## src/rtl/tchv_pkg.sv

```systemverilog
`default_nettype none
package tchv_pkg;

  localparam int PosW = 6;

  localparam logic [PosW-1:0] HDR_LEN        = 6'd55;
  localparam logic [PosW-1:0] POS_SAT        = 6'd63;
  localparam logic [PosW-1:0] HYPHEN_A       = 6'd2;
  localparam logic [PosW-1:0] HYPHEN_B       = 6'd35;
  localparam logic [PosW-1:0] HYPHEN_C       = 6'd52;
  localparam logic [PosW-1:0] TRACE_LO_FIRST = 6'd19;

  localparam logic [7:0] CH_HYPHEN = 8'h2d;
  localparam logic [7:0] CH_ZERO   = 8'h30;
  localparam logic [7:0] CH_NINE   = 8'h39;
  localparam logic [7:0] CH_LO_A   = 8'h61;
  localparam logic [7:0] CH_LO_F   = 8'h66;
  localparam logic [7:0] HEX_A_OFS = 8'd87;  // 'a' - 10
  localparam logic [7:0] VER_BAD   = 8'hff;

  // Which field a byte position feeds
  localparam logic [2:0] FLD_NONE   = 3'd0;
  localparam logic [2:0] FLD_VER    = 3'd1;
  localparam logic [2:0] FLD_TUP    = 3'd2;
  localparam logic [2:0] FLD_TLO    = 3'd3;
  localparam logic [2:0] FLD_PARENT = 3'd4;
  localparam logic [2:0] FLD_FLAGS  = 3'd5;

  typedef struct packed {
    logic       bad;
    logic [2:0] field;
    logic [3:0] nib;
    logic       nonzero;
  } dec_t;

endpackage
`default_nettype wire

```

## src/rtl/tchv_byte_decode.sv

```systemverilog
`default_nettype none
module tchv_byte_decode (
  input  logic [tchv_pkg::PosW-1:0] pos_i,
  input  logic [7:0]                byte_i,
  output tchv_pkg::dec_t            dec_o
);
  import tchv_pkg::*;

  logic       is_dig;
  logic       is_af;
  logic [7:0] dig_val;
  logic [7:0] af_val;
  logic [3:0] nib;

  assign is_dig  = (byte_i >= CH_ZERO) && (byte_i <= CH_NINE);
  assign is_af   = (byte_i >= CH_LO_A) && (byte_i <= CH_LO_F);
  assign dig_val = byte_i - CH_ZERO;
  assign af_val  = byte_i - HEX_A_OFS;
  // non-hex digits shift in as zero
  assign nib = is_dig ? dig_val[3:0] : (is_af ? af_val[3:0] : 4'd0);

  always_comb begin
    dec_o.nib     = nib;
    dec_o.nonzero = 1'b0;
    dec_o.field   = FLD_NONE;
    dec_o.bad     = 1'b0;
    priority if (pos_i >= HDR_LEN) begin
      dec_o.bad = 1'b1;
    end else if (pos_i == HYPHEN_A || pos_i == HYPHEN_B || pos_i == HYPHEN_C) begin
      dec_o.bad = (byte_i != CH_HYPHEN);
    end else begin
      dec_o.bad     = !(is_dig || is_af);
      dec_o.nonzero = (byte_i != CH_ZERO);
      priority if (pos_i < HYPHEN_A) begin
        dec_o.field = FLD_VER;
      end else if (pos_i < TRACE_LO_FIRST) begin
        dec_o.field = FLD_TUP;
      end else if (pos_i < HYPHEN_B) begin
        dec_o.field = FLD_TLO;
      end else if (pos_i < HYPHEN_C) begin
        dec_o.field = FLD_PARENT;
      end else begin
        dec_o.field = FLD_FLAGS;
      end
    end
  end

endmodule
`default_nettype wire

```

## src/rtl/trace_context_header_validator.sv

```systemverilog
// A result appears on out_* in the cycle after its last byte is accepted.
// Throughput: one header byte per cycle while in_ready is high; the byte decode
// and field shift sit between the field registers and the result register.
// Any byte waits while an untaken result sits in the result register.
// Reset (rst_n low, synchronous): fields cleared, result register empty, tracing enabled.
`default_nettype none
module trace_context_header_validator (
  input  logic        clk,
  input  logic        rst_n,
  input  logic        in_valid,
  output logic        in_ready,
  input  logic [7:0]  in_value_byte,
  input  logic        in_last_byte,
  output logic        out_valid,
  input  logic        out_ready,
  output logic        out_accepted,
  output logic [7:0]  out_version_code,
  output logic [63:0] out_trace_id_upper,
  output logic [63:0] out_trace_id_lower,
  output logic [63:0] out_parent_span_id,
  output logic [7:0]  out_flag_bits,
  input  logic        cfg_write_en,
  input  logic        cfg_write_data
);
  import tchv_pkg::*;

  logic            enable_r;
  logic [PosW-1:0] pos_r, pos_nxt;
  logic            bad_r, bad_nxt;
  logic            tnz_r, tnz_nxt;
  logic            pnz_r, pnz_nxt;
  logic [7:0]      ver_r, ver_nxt;
  logic [63:0]     tup_r, tup_nxt;
  logic [63:0]     tlo_r, tlo_nxt;
  logic [63:0]     par_r, par_nxt;
  logic [7:0]      flg_r, flg_nxt;

  logic            out_valid_r;
  logic            acc_r;
  logic [7:0]      o_ver_r;
  logic [63:0]     o_tup_r, o_tlo_r, o_par_r;
  logic [7:0]      o_flg_r;

  dec_t            dec;
  logic            in_fire;
  logic            take;
  logic            load_out;
  logic            ok;

  tchv_byte_decode u_dec (
    .pos_i  (pos_r),
    .byte_i (in_value_byte),
    .dec_o  (dec)
  );

  assign in_ready = !out_valid_r || out_ready;
  assign in_fire  = in_valid && in_ready;
  assign take     = in_fire && enable_r;
  assign load_out = take && in_last_byte;

  always_comb begin
    pos_nxt = (pos_r == POS_SAT) ? pos_r : pos_r + 6'd1;
    bad_nxt = bad_r | dec.bad;
    tnz_nxt = tnz_r;
    pnz_nxt = pnz_r;
    ver_nxt = ver_r;
    tup_nxt = tup_r;
    tlo_nxt = tlo_r;
    par_nxt = par_r;
    flg_nxt = flg_r;
    unique case (dec.field)
      FLD_VER:    ver_nxt = {ver_r[3:0], dec.nib};
      FLD_TUP: begin
        tup_nxt = {tup_r[59:0], dec.nib};
        tnz_nxt = tnz_r | dec.nonzero;
      end
      FLD_TLO: begin
        tlo_nxt = {tlo_r[59:0], dec.nib};
        tnz_nxt = tnz_r | dec.nonzero;
      end
      FLD_PARENT: begin
        par_nxt = {par_r[59:0], dec.nib};
        pnz_nxt = pnz_r | dec.nonzero;
      end
      FLD_FLAGS:  flg_nxt = {flg_r[3:0], dec.nib};
      default: ;
    endcase
    ok = (pos_nxt == HDR_LEN) && !bad_nxt && (ver_nxt != VER_BAD) && tnz_nxt && pnz_nxt;
  end

  always_ff @(posedge clk) begin
    if (!rst_n) begin
      enable_r <= 1'b1;
    end else if (cfg_write_en) begin
      enable_r <= cfg_write_data;
    end
  end

  // Header state; a last byte returns it to zero even with tracing off
  always_ff @(posedge clk) begin
    if (!rst_n || (in_fire && in_last_byte)) begin
      pos_r <= '0;
      bad_r <= 1'b0;
      tnz_r <= 1'b0;
      pnz_r <= 1'b0;
      ver_r <= '0;
      tup_r <= '0;
      tlo_r <= '0;
      par_r <= '0;
      flg_r <= '0;
    end else if (take) begin
      pos_r <= pos_nxt;
      bad_r <= bad_nxt;
      tnz_r <= tnz_nxt;
      pnz_r <= pnz_nxt;
      ver_r <= ver_nxt;
      tup_r <= tup_nxt;
      tlo_r <= tlo_nxt;
      par_r <= par_nxt;
      flg_r <= flg_nxt;
    end
  end

  always_ff @(posedge clk) begin
    if (!rst_n) begin
      out_valid_r <= 1'b0;
    end else if (load_out) begin
      out_valid_r <= 1'b1;
    end else if (out_ready) begin
      out_valid_r <= 1'b0;
    end
  end

  // rejected headers report all-zero fields
  always_ff @(posedge clk) begin
    if (load_out) begin
      acc_r   <= ok;
      o_ver_r <= ok ? ver_nxt : 8'd0;
      o_tup_r <= ok ? tup_nxt : 64'd0;
      o_tlo_r <= ok ? tlo_nxt : 64'd0;
      o_par_r <= ok ? par_nxt : 64'd0;
      o_flg_r <= ok ? flg_nxt : 8'd0;
    end
  end

  assign out_valid          = out_valid_r;
  assign out_accepted       = acc_r;
  assign out_version_code   = o_ver_r;
  assign out_trace_id_upper = o_tup_r;
  assign out_trace_id_lower = o_tlo_r;
  assign out_parent_span_id = o_par_r;
  assign out_flag_bits      = o_flg_r;

endmodule
`default_nettype wire

```

## config.mk

```make
export PLATFORM = sky130hd
export DESIGN_NAME = trace_context_header_validator
export DESIGN_NICKNAME = d
export VERILOG_FILES = /design/src/rtl/tchv_pkg.sv /design/src/rtl/tchv_byte_decode.sv /design/src/rtl/trace_context_header_validator.sv
export SDC_FILE = /design/constraint.sdc
export NUM_CORES = 1
export LEC_CHECK = 0
export BUFFER_PORTS_ARGS = -buffer_cell sky130_fd_sc_hd__buf_2
export CELL_PAD_IN_SITES_DETAIL_PLACEMENT = 0
export CELL_PAD_IN_SITES_GLOBAL_PLACEMENT = 1
export CORE_ASPECT_RATIO = 1.5
export CORE_MARGIN = 2
export CORE_UTILIZATION = 45
export DETAILED_ROUTE_END_ITERATION = 8
export PLACE_DENSITY_LB_ADDON = 0.1
export SYNTH_ARGS = -nofsm -noshare
export SYNTH_HDL_FRONTEND = slang
export SYNTH_SLANG_ARGS = --single-unit
```

## constraint.sdc

```tcl
create_clock -name clk -period 7.7 [get_ports clk]
set_clock_uncertainty 0.2 [all_clocks]
set_input_delay 0.77 -clock clk [delete_from_list [all_inputs] [get_ports clk]]
set_output_delay 0.77 -clock clk [all_outputs]
set_load 0.03 [all_outputs]
```

==> results of run 1 <==
-- worst max-delay path by stage --
stage	endpoint	slack [ns]	depth (start not counted)
floorplan	out_accepted	1.61	3
global placement	out_trace_id_lower[63]	3.29	9
detailed placement	out_trace_id_lower[63]	3.22	9
CTS	out_trace_id_lower[63]	3.47	9
global route	out_trace_id_lower[63]	3.08	9
finish	out_trace_id_lower[63]	3.45	9
-- synthesized netlist by cell type (5+ instances only) --
master and number:
nand2_1 780, dfxtp_1 219, edfxtp_1 209, a21oi_1 196, clkbuf_1 119, a221oi_2 100, a221oi_1 99, buf_2 38
nor2_1 36, a211oi_1 29, buf_4 15, mux2i_1 14, buf_6 11, inv_1 8, nand3_1 7, nand2b_1 6
nor3_1 6, and2_1 5, and3_1 5, ha_1 5, o21a_1 5
-- logic make-up after synthesis --
kind of cell | Yosys count | synth area share, %
AOI/OAI and AO/OA | 458 | 20.20
xor gates and xnor gates | 2 | 0.09212
adders and majority gates | 5 | 0.3289
buffers and inverters | 194 | 4.829
DFF | 428 | 56.05
muxes | 14 | 0.7368
and+or+nand+nor | 863 | 17.76
-- routing by layer --
| metal | up-vias | track usage [%] | routed length (um) |
|---|---|---|---|
| li1 | 7192 | - | - |
| met1 | 7341 | 32.10 | 22250 |
| met2 | 418 | 37.76 | 25270 |
| met3 | 68 | 2.783 | 2376 |
| met4 | 0 | 7.096 | 1420 |
| met5 | - | 0 | 0 |
-- cell type report --
class	count	area, um^2
repair buffers	251	1359
inverters	8	37.54
fillers	3936	20260
clock buffers	53	1134
well taps	564	705.7
multi-input cells	1342	7548
clock inverters	24	197.7
flip-flops and latches	428	10660
-- where the power goes --
group	switching, uW	leakage, uW	internal (uW)
logic	154	0.00202	32.1
clock network	886	0.000658	1150
registers	14.4	0.00402	2400
-- registers in the layout (all words and copies together) (netlist names) --
signal / flops
out_parent_span_id: 64
out_trace_id_lower: 64
out_trace_id_upper: 64
par_r: 64
tlo_r: 64
tup_r: 64
flg_r: 8
out_flag_bits: 8
out_version_code: 8
ver_r: 8
pos_r: 6
bad_r: 1
enable_r: 1
out_accepted: 1
out_valid: 1
pnz_r: 1
tnz_r: 1
-- through the flow --
step | util, % | instances | power, uW | cell area, um^2 | setup WS [ns]
4_1_cts | 51.65 | 2670 | 4686 | 21640 | 3.465
6_report | 51.65 | 2670 | 4636 | 21640 | 3.445
3_3_place_gp | 48.47 | 2593 | 2655 | 20310 | 3.288
5_1_grt | 51.65 | 2670 | 4790 | 21640 | 3.076
2_1_floorplan | - | 1964 | 2594 | 19020 | 1.610
3_5_place_dp | 48.47 | 2593 | 2656 | 20310 | 3.222
-- critical path: stages (launching register included) --
cell and delay [ns]:
dfxtp_1 0.47, inv_1 0.08, ha_1 0.22, nor3_1 0.36
and2_1 0.47, a21oi_1 0.15, a2111oi_2 0.42, buf_12 0.55
buf_4 0.76, a221oi_1 0.21
==> impl_metrics.json, run 1 <==
{
  "max_cap_violations": 0,
  "ys_async_sr_fraction_pct": 0,
  "ctsHoldBuffers": 0,
  "yosys_most_used_dff": "dfxtp_1",
  "r2r-end": "out_trace_id_lower[63]",
  "synth_area_per_cell_um2": 9.684,
  "ant_nets": 0,
  "drv_slew": 0,
  "syn_area_um2": 19020,
  "grt_usage_pct": 23.12,
  "fp-row-count": 92,
  "startpoint": "pos_r[0]",
  "whs_ns": 0.2209,
  "grt_pass1_wl_um": 81730,
  "io_buffers": 225,
  "wl_per_cell_um": 19.22,
  "holdPathStages": 2,
  "hold_viol": 0,
  "yosysTopAreaCellShare_pct": 33.00,
  "cp-start-kind": "flip-flop",
  "cts_tree": "yes",
  "path_clk_slew_ns": 0.07,
  "period_needed_ns": 4.255,
  "area_growth_pct": 13.79,
  "yosys.cell_types.count": 61,
  "final_common_cell": "nand2_1",
  "gp_congestion": 0.7965,
  "synthTopCellsByArea": "edfxtp_1, dfxtp_1, nand2_1, a221oi_2, a21oi_1",
  "post_cts_buffers": 0,
  "synth_seq_cells": 428,
  "status": "finished clean",
  "path_class": "flip-flop to flip-flop",
  "rsz0062_at_grt": "false",
  "rrSetupSlack_ns": 3.45,
  "whs_endpoint": "enable_r",
  "slew-limit-headroom_pct": 21.67,
  "period_share_pct": 55.26,
  "die-area_um2": 43960,
  "drive_gt1_share_pct": 20.70,
  "end_kind": "flip-flop",
  "n_antenna_cell": 0,
  "io-pin-count": 226,
  "via_per_inst": 5.625,
  "worst_pin_slew_ns": 1.175,
  "initial_core_util_pct": 45.39,
  "layout.nets": 2093,
  "drt_iter0_markers": 1346,
  "power.leakage_uw": 0.006698,
  "antenna_found_initial": 0,
  "ys_seq_area_share_pct": 56.05,
  "route.vias.total": 15020,
  "grt_pass1_vias": 14130,
  "crit_fanout": 125,
  "postSynthCellCount": 1964,
  "synth_edf_count": 209,
  "r2r_cells": 9,
  "numCtsBuffers": 42,
  "clock_latency_ns": 0.56,
  "cp.arrival_ns": 4.30,
  "drc": 0,
  "die_w_um": 171.9,
  "p_per_area_nw_per_um2": 214.2,
  "cts_buffer_depth": 3,
  "layout_common_cells": "nand2_1, buf_2, dfxtp_1",
  "finalSetupViolCount": 0,
  "hold_path.class": "primary input to flip-flop",
  "clockRootBuffer": "clkbuf_16",
  "r2r-start": "pos_r[0]",
  "cts.htree.levels": 2,
  "wirelength_um": 51320,
  "post_cts_resize_count": 0,
  "hold_path.startpoint": "cfg_write_en",
  "max_freq_mhz": 235.0,
  "synth_warnings": 0,
  "core-area_um2": 41900,
  "fin_tns_setup_ns": 0,
  "cp.required_ns": 7.75,
  "die_h_um": 255.8,
  "grt_max_degree": 126,
  "dr.pass1.iters": 5,
  "synth_nets": 1984,
  "yosys.area.top_type": "edfxtp_1",
  "cts_sinks": 428,
  "vdd.ir_drop.worst_uv": 143.5,
  "grt_overflow_total": 0,
  "dp_hpwl_um": 28130
}
No activity file was read; power rests on OpenSTA's default activity.
==> inputs of run 2 (changes only) <==
--- a/config.mk
+++ b/config.mk
@@ -10,7 +10,7 @@
 export CELL_PAD_IN_SITES_GLOBAL_PLACEMENT = 1
 export CORE_ASPECT_RATIO = 1.5
 export CORE_MARGIN = 2
-export CORE_UTILIZATION = 45
+export CORE_UTILIZATION = 41
 export DETAILED_ROUTE_END_ITERATION = 8
 export PLACE_DENSITY_LB_ADDON = 0.1
 export SYNTH_ARGS = -nofsm -noshare
==> constraint.sdc (replaced) <==
create_clock -name clk -period 3.6 [get_ports clk]
set_clock_uncertainty 0.2 [all_clocks]
set_input_delay 0.36 -clock clk [delete_from_list [all_inputs] [get_ports clk]]
set_output_delay 0.36 -clock clk [all_outputs]
set_load 0.03 [all_outputs]
==> run 2 against run 1 <==
Clock-buffer cell count rose by 15. Utilization fell by 2.8 points. Largest power group unchanged. Critical endpoint is now out_trace_id_lower[6]. Flip-flop and latch count did not move.
==> impl_metrics.json, run 2 (same netlist as run 1, synthesis figures left out) <==
{
  "core-area_um2": 45760,
  "cts_buffer_depth": 3,
  "period_needed_ns": 3.262,
  "power.leakage_uw": 0.007007,
  "io-pin-count": 226,
  "end_kind": "flip-flop",
  "cp.required_ns": 3.72,
  "clockRootBuffer": "clkbuf_16",
  "cts.htree.levels": 2,
  "utilization_pct": 48.81,
  "clock_latency_ns": 0.56,
  "cp-start-kind": "flip-flop",
  "slew-limit-headroom_pct": 46.35,
  "gp_congestion": 0.8010,
  "cts_sinks": 428,
  "finalSetupViolCount": 0,
  "grt_usage_pct": 21.45,
  "path_clk_slew_ns": 0.06,
  "worst_pin_slew_ns": 0.8048,
  "drive_gt1_share_pct": 22.09,
  "cp.arrival_ns": 3.38,
  "dp_hpwl_um": 31660,
  "wirelength_um": 53480,
  "post_cts_buffers": 0,
  "via_per_inst": 5.532,
  "layout_common_cells": "nand2_1, buf_2, dfxtp_1",
  "ant_nets": 0,
  "numCtsBuffers": 44,
  "rsz0062_at_grt": "false",
  "path_class": "flip-flop to flip-flop",
  "route.vias.total": 15130,
  "dr.pass1.iters": 5,
  "grt_pass1_wl_um": 83880,
  "drv_slew": 0,
  "area_growth_pct": 17.44,
  "die_h_um": 267.8,
  "power_uw": 10060,
  "die_w_um": 179.9,
  "grt_overflow_total": 0,
  "vdd.ir_drop.worst_uv": 271.2,
  "hold_viol": 0,
  "p_per_area_nw_per_um2": 450.6,
  "drt_iter0_markers": 1229,
  "die-area_um2": 48160,
  "fp-row-count": 96,
  "max_freq_mhz": 306.6,
  "drc": 0,
  "wl_per_cell_um": 19.55,
  "max_cap_violations": 0,
  "grt_pass1_vias": 14530,
  "antenna_found_initial": 2,
  "initial_core_util_pct": 41.56,
  "period_share_pct": 90.61,
  "io_buffers": 225,
  "final_common_cell": "nand2_1",
  "crit_fanout": 27,
  "status": "finished clean",
  "cts_tree": "yes",
  "hold_path.class": "primary input to flip-flop",
  "layout.nets": 2132,
  "grt_max_degree": 76
}
run 2: changes by cell type in the layout (fill, tap and decap cells not counted), sizes merged:
cell and delta:
inv -1, clkbuf +15, buf +33, clkinvlp +1, bufinv -2, clkinv -10, dlygate4sd3 +4, diode +1
run 2: area by class of cell:
cell class,count,area [um^2]
repair buffers,288,1947
clock buffers,68,1292
well taps,588,735.7
flip-flops and latches,428,10660
multi-input cells,1342,7565
clock inverters,12,96.34
fillers,4392,23430
inverters,8,33.78
diodes,1,2.502
run 2: where the power goes:
part / internal [uW] / total, uW / switching, uW
Combinational: 97.9 / 437 / 339
Clock: 2540 / 4460 / 1920
Sequential: 5140 / 5170 / 30.1
Total: 7780 / 10100 / 2280
run 2: routing by layer:
metal | global-route usage [%] | vias up | share of wire, %
met2 | 35.37 | 427 | 48
met5 | 0 | - | 0.013
met1 | 29.52 | 7360 | 44
met4 | 6.109 | 2 | 2.3
li1 | - | 7275 | -
met3 | 3.103 | 67 | 5.2
run 2: path summary, 6_finish.rpt:
check                           cells past startpoint          from  slack (ns)               endpoint
worst max-delay path                                7      pos_r[4]        0.34  out_trace_id_lower[6]
worst min-delay path                                4  in_last_byte        0.21                  bad_r
worst max register to register                      7      pos_r[4]        0.34  out_trace_id_lower[6]
worst min register to register                      2     par_r[61]        0.26              par_r[61]
run 2: critical path, cell delays in order, from the launching register on:
cell	delay, ns
dfxtp_1	0.59
nand4b_1	0.21
o32ai_1	0.54
nor3b_1	0.51
o2111ai_4	0.20
buf_12	0.23
buf_12	0.18
a221oi_1	0.33
run 2: what timing repair did:
| action | 4_1_cts | 5_1_grt |
|---|---|---|
| hold buffers | 4 | 0 |
| gates resized for setup | 0 | 0 |
| endpoints found under the hold margin | 2 | 0 |
run 2: through the flow:
step	hold slack [ns]	TNS, ns	setup WS, ns	instance area, um^2	instances
final	0.2133	0	0.3380	22340	2735
after global routing	0.2335	0	0.1139	22340	2735
after CTS	0.2025	0	0.3069	22330	2734
after detailed placement	0.2486	0	0.3071	20910	2650
after global placement	0.2416	0	0.3133	20910	2650
after floorplan	0.2312	-173.58	-0.8305	19030	1964
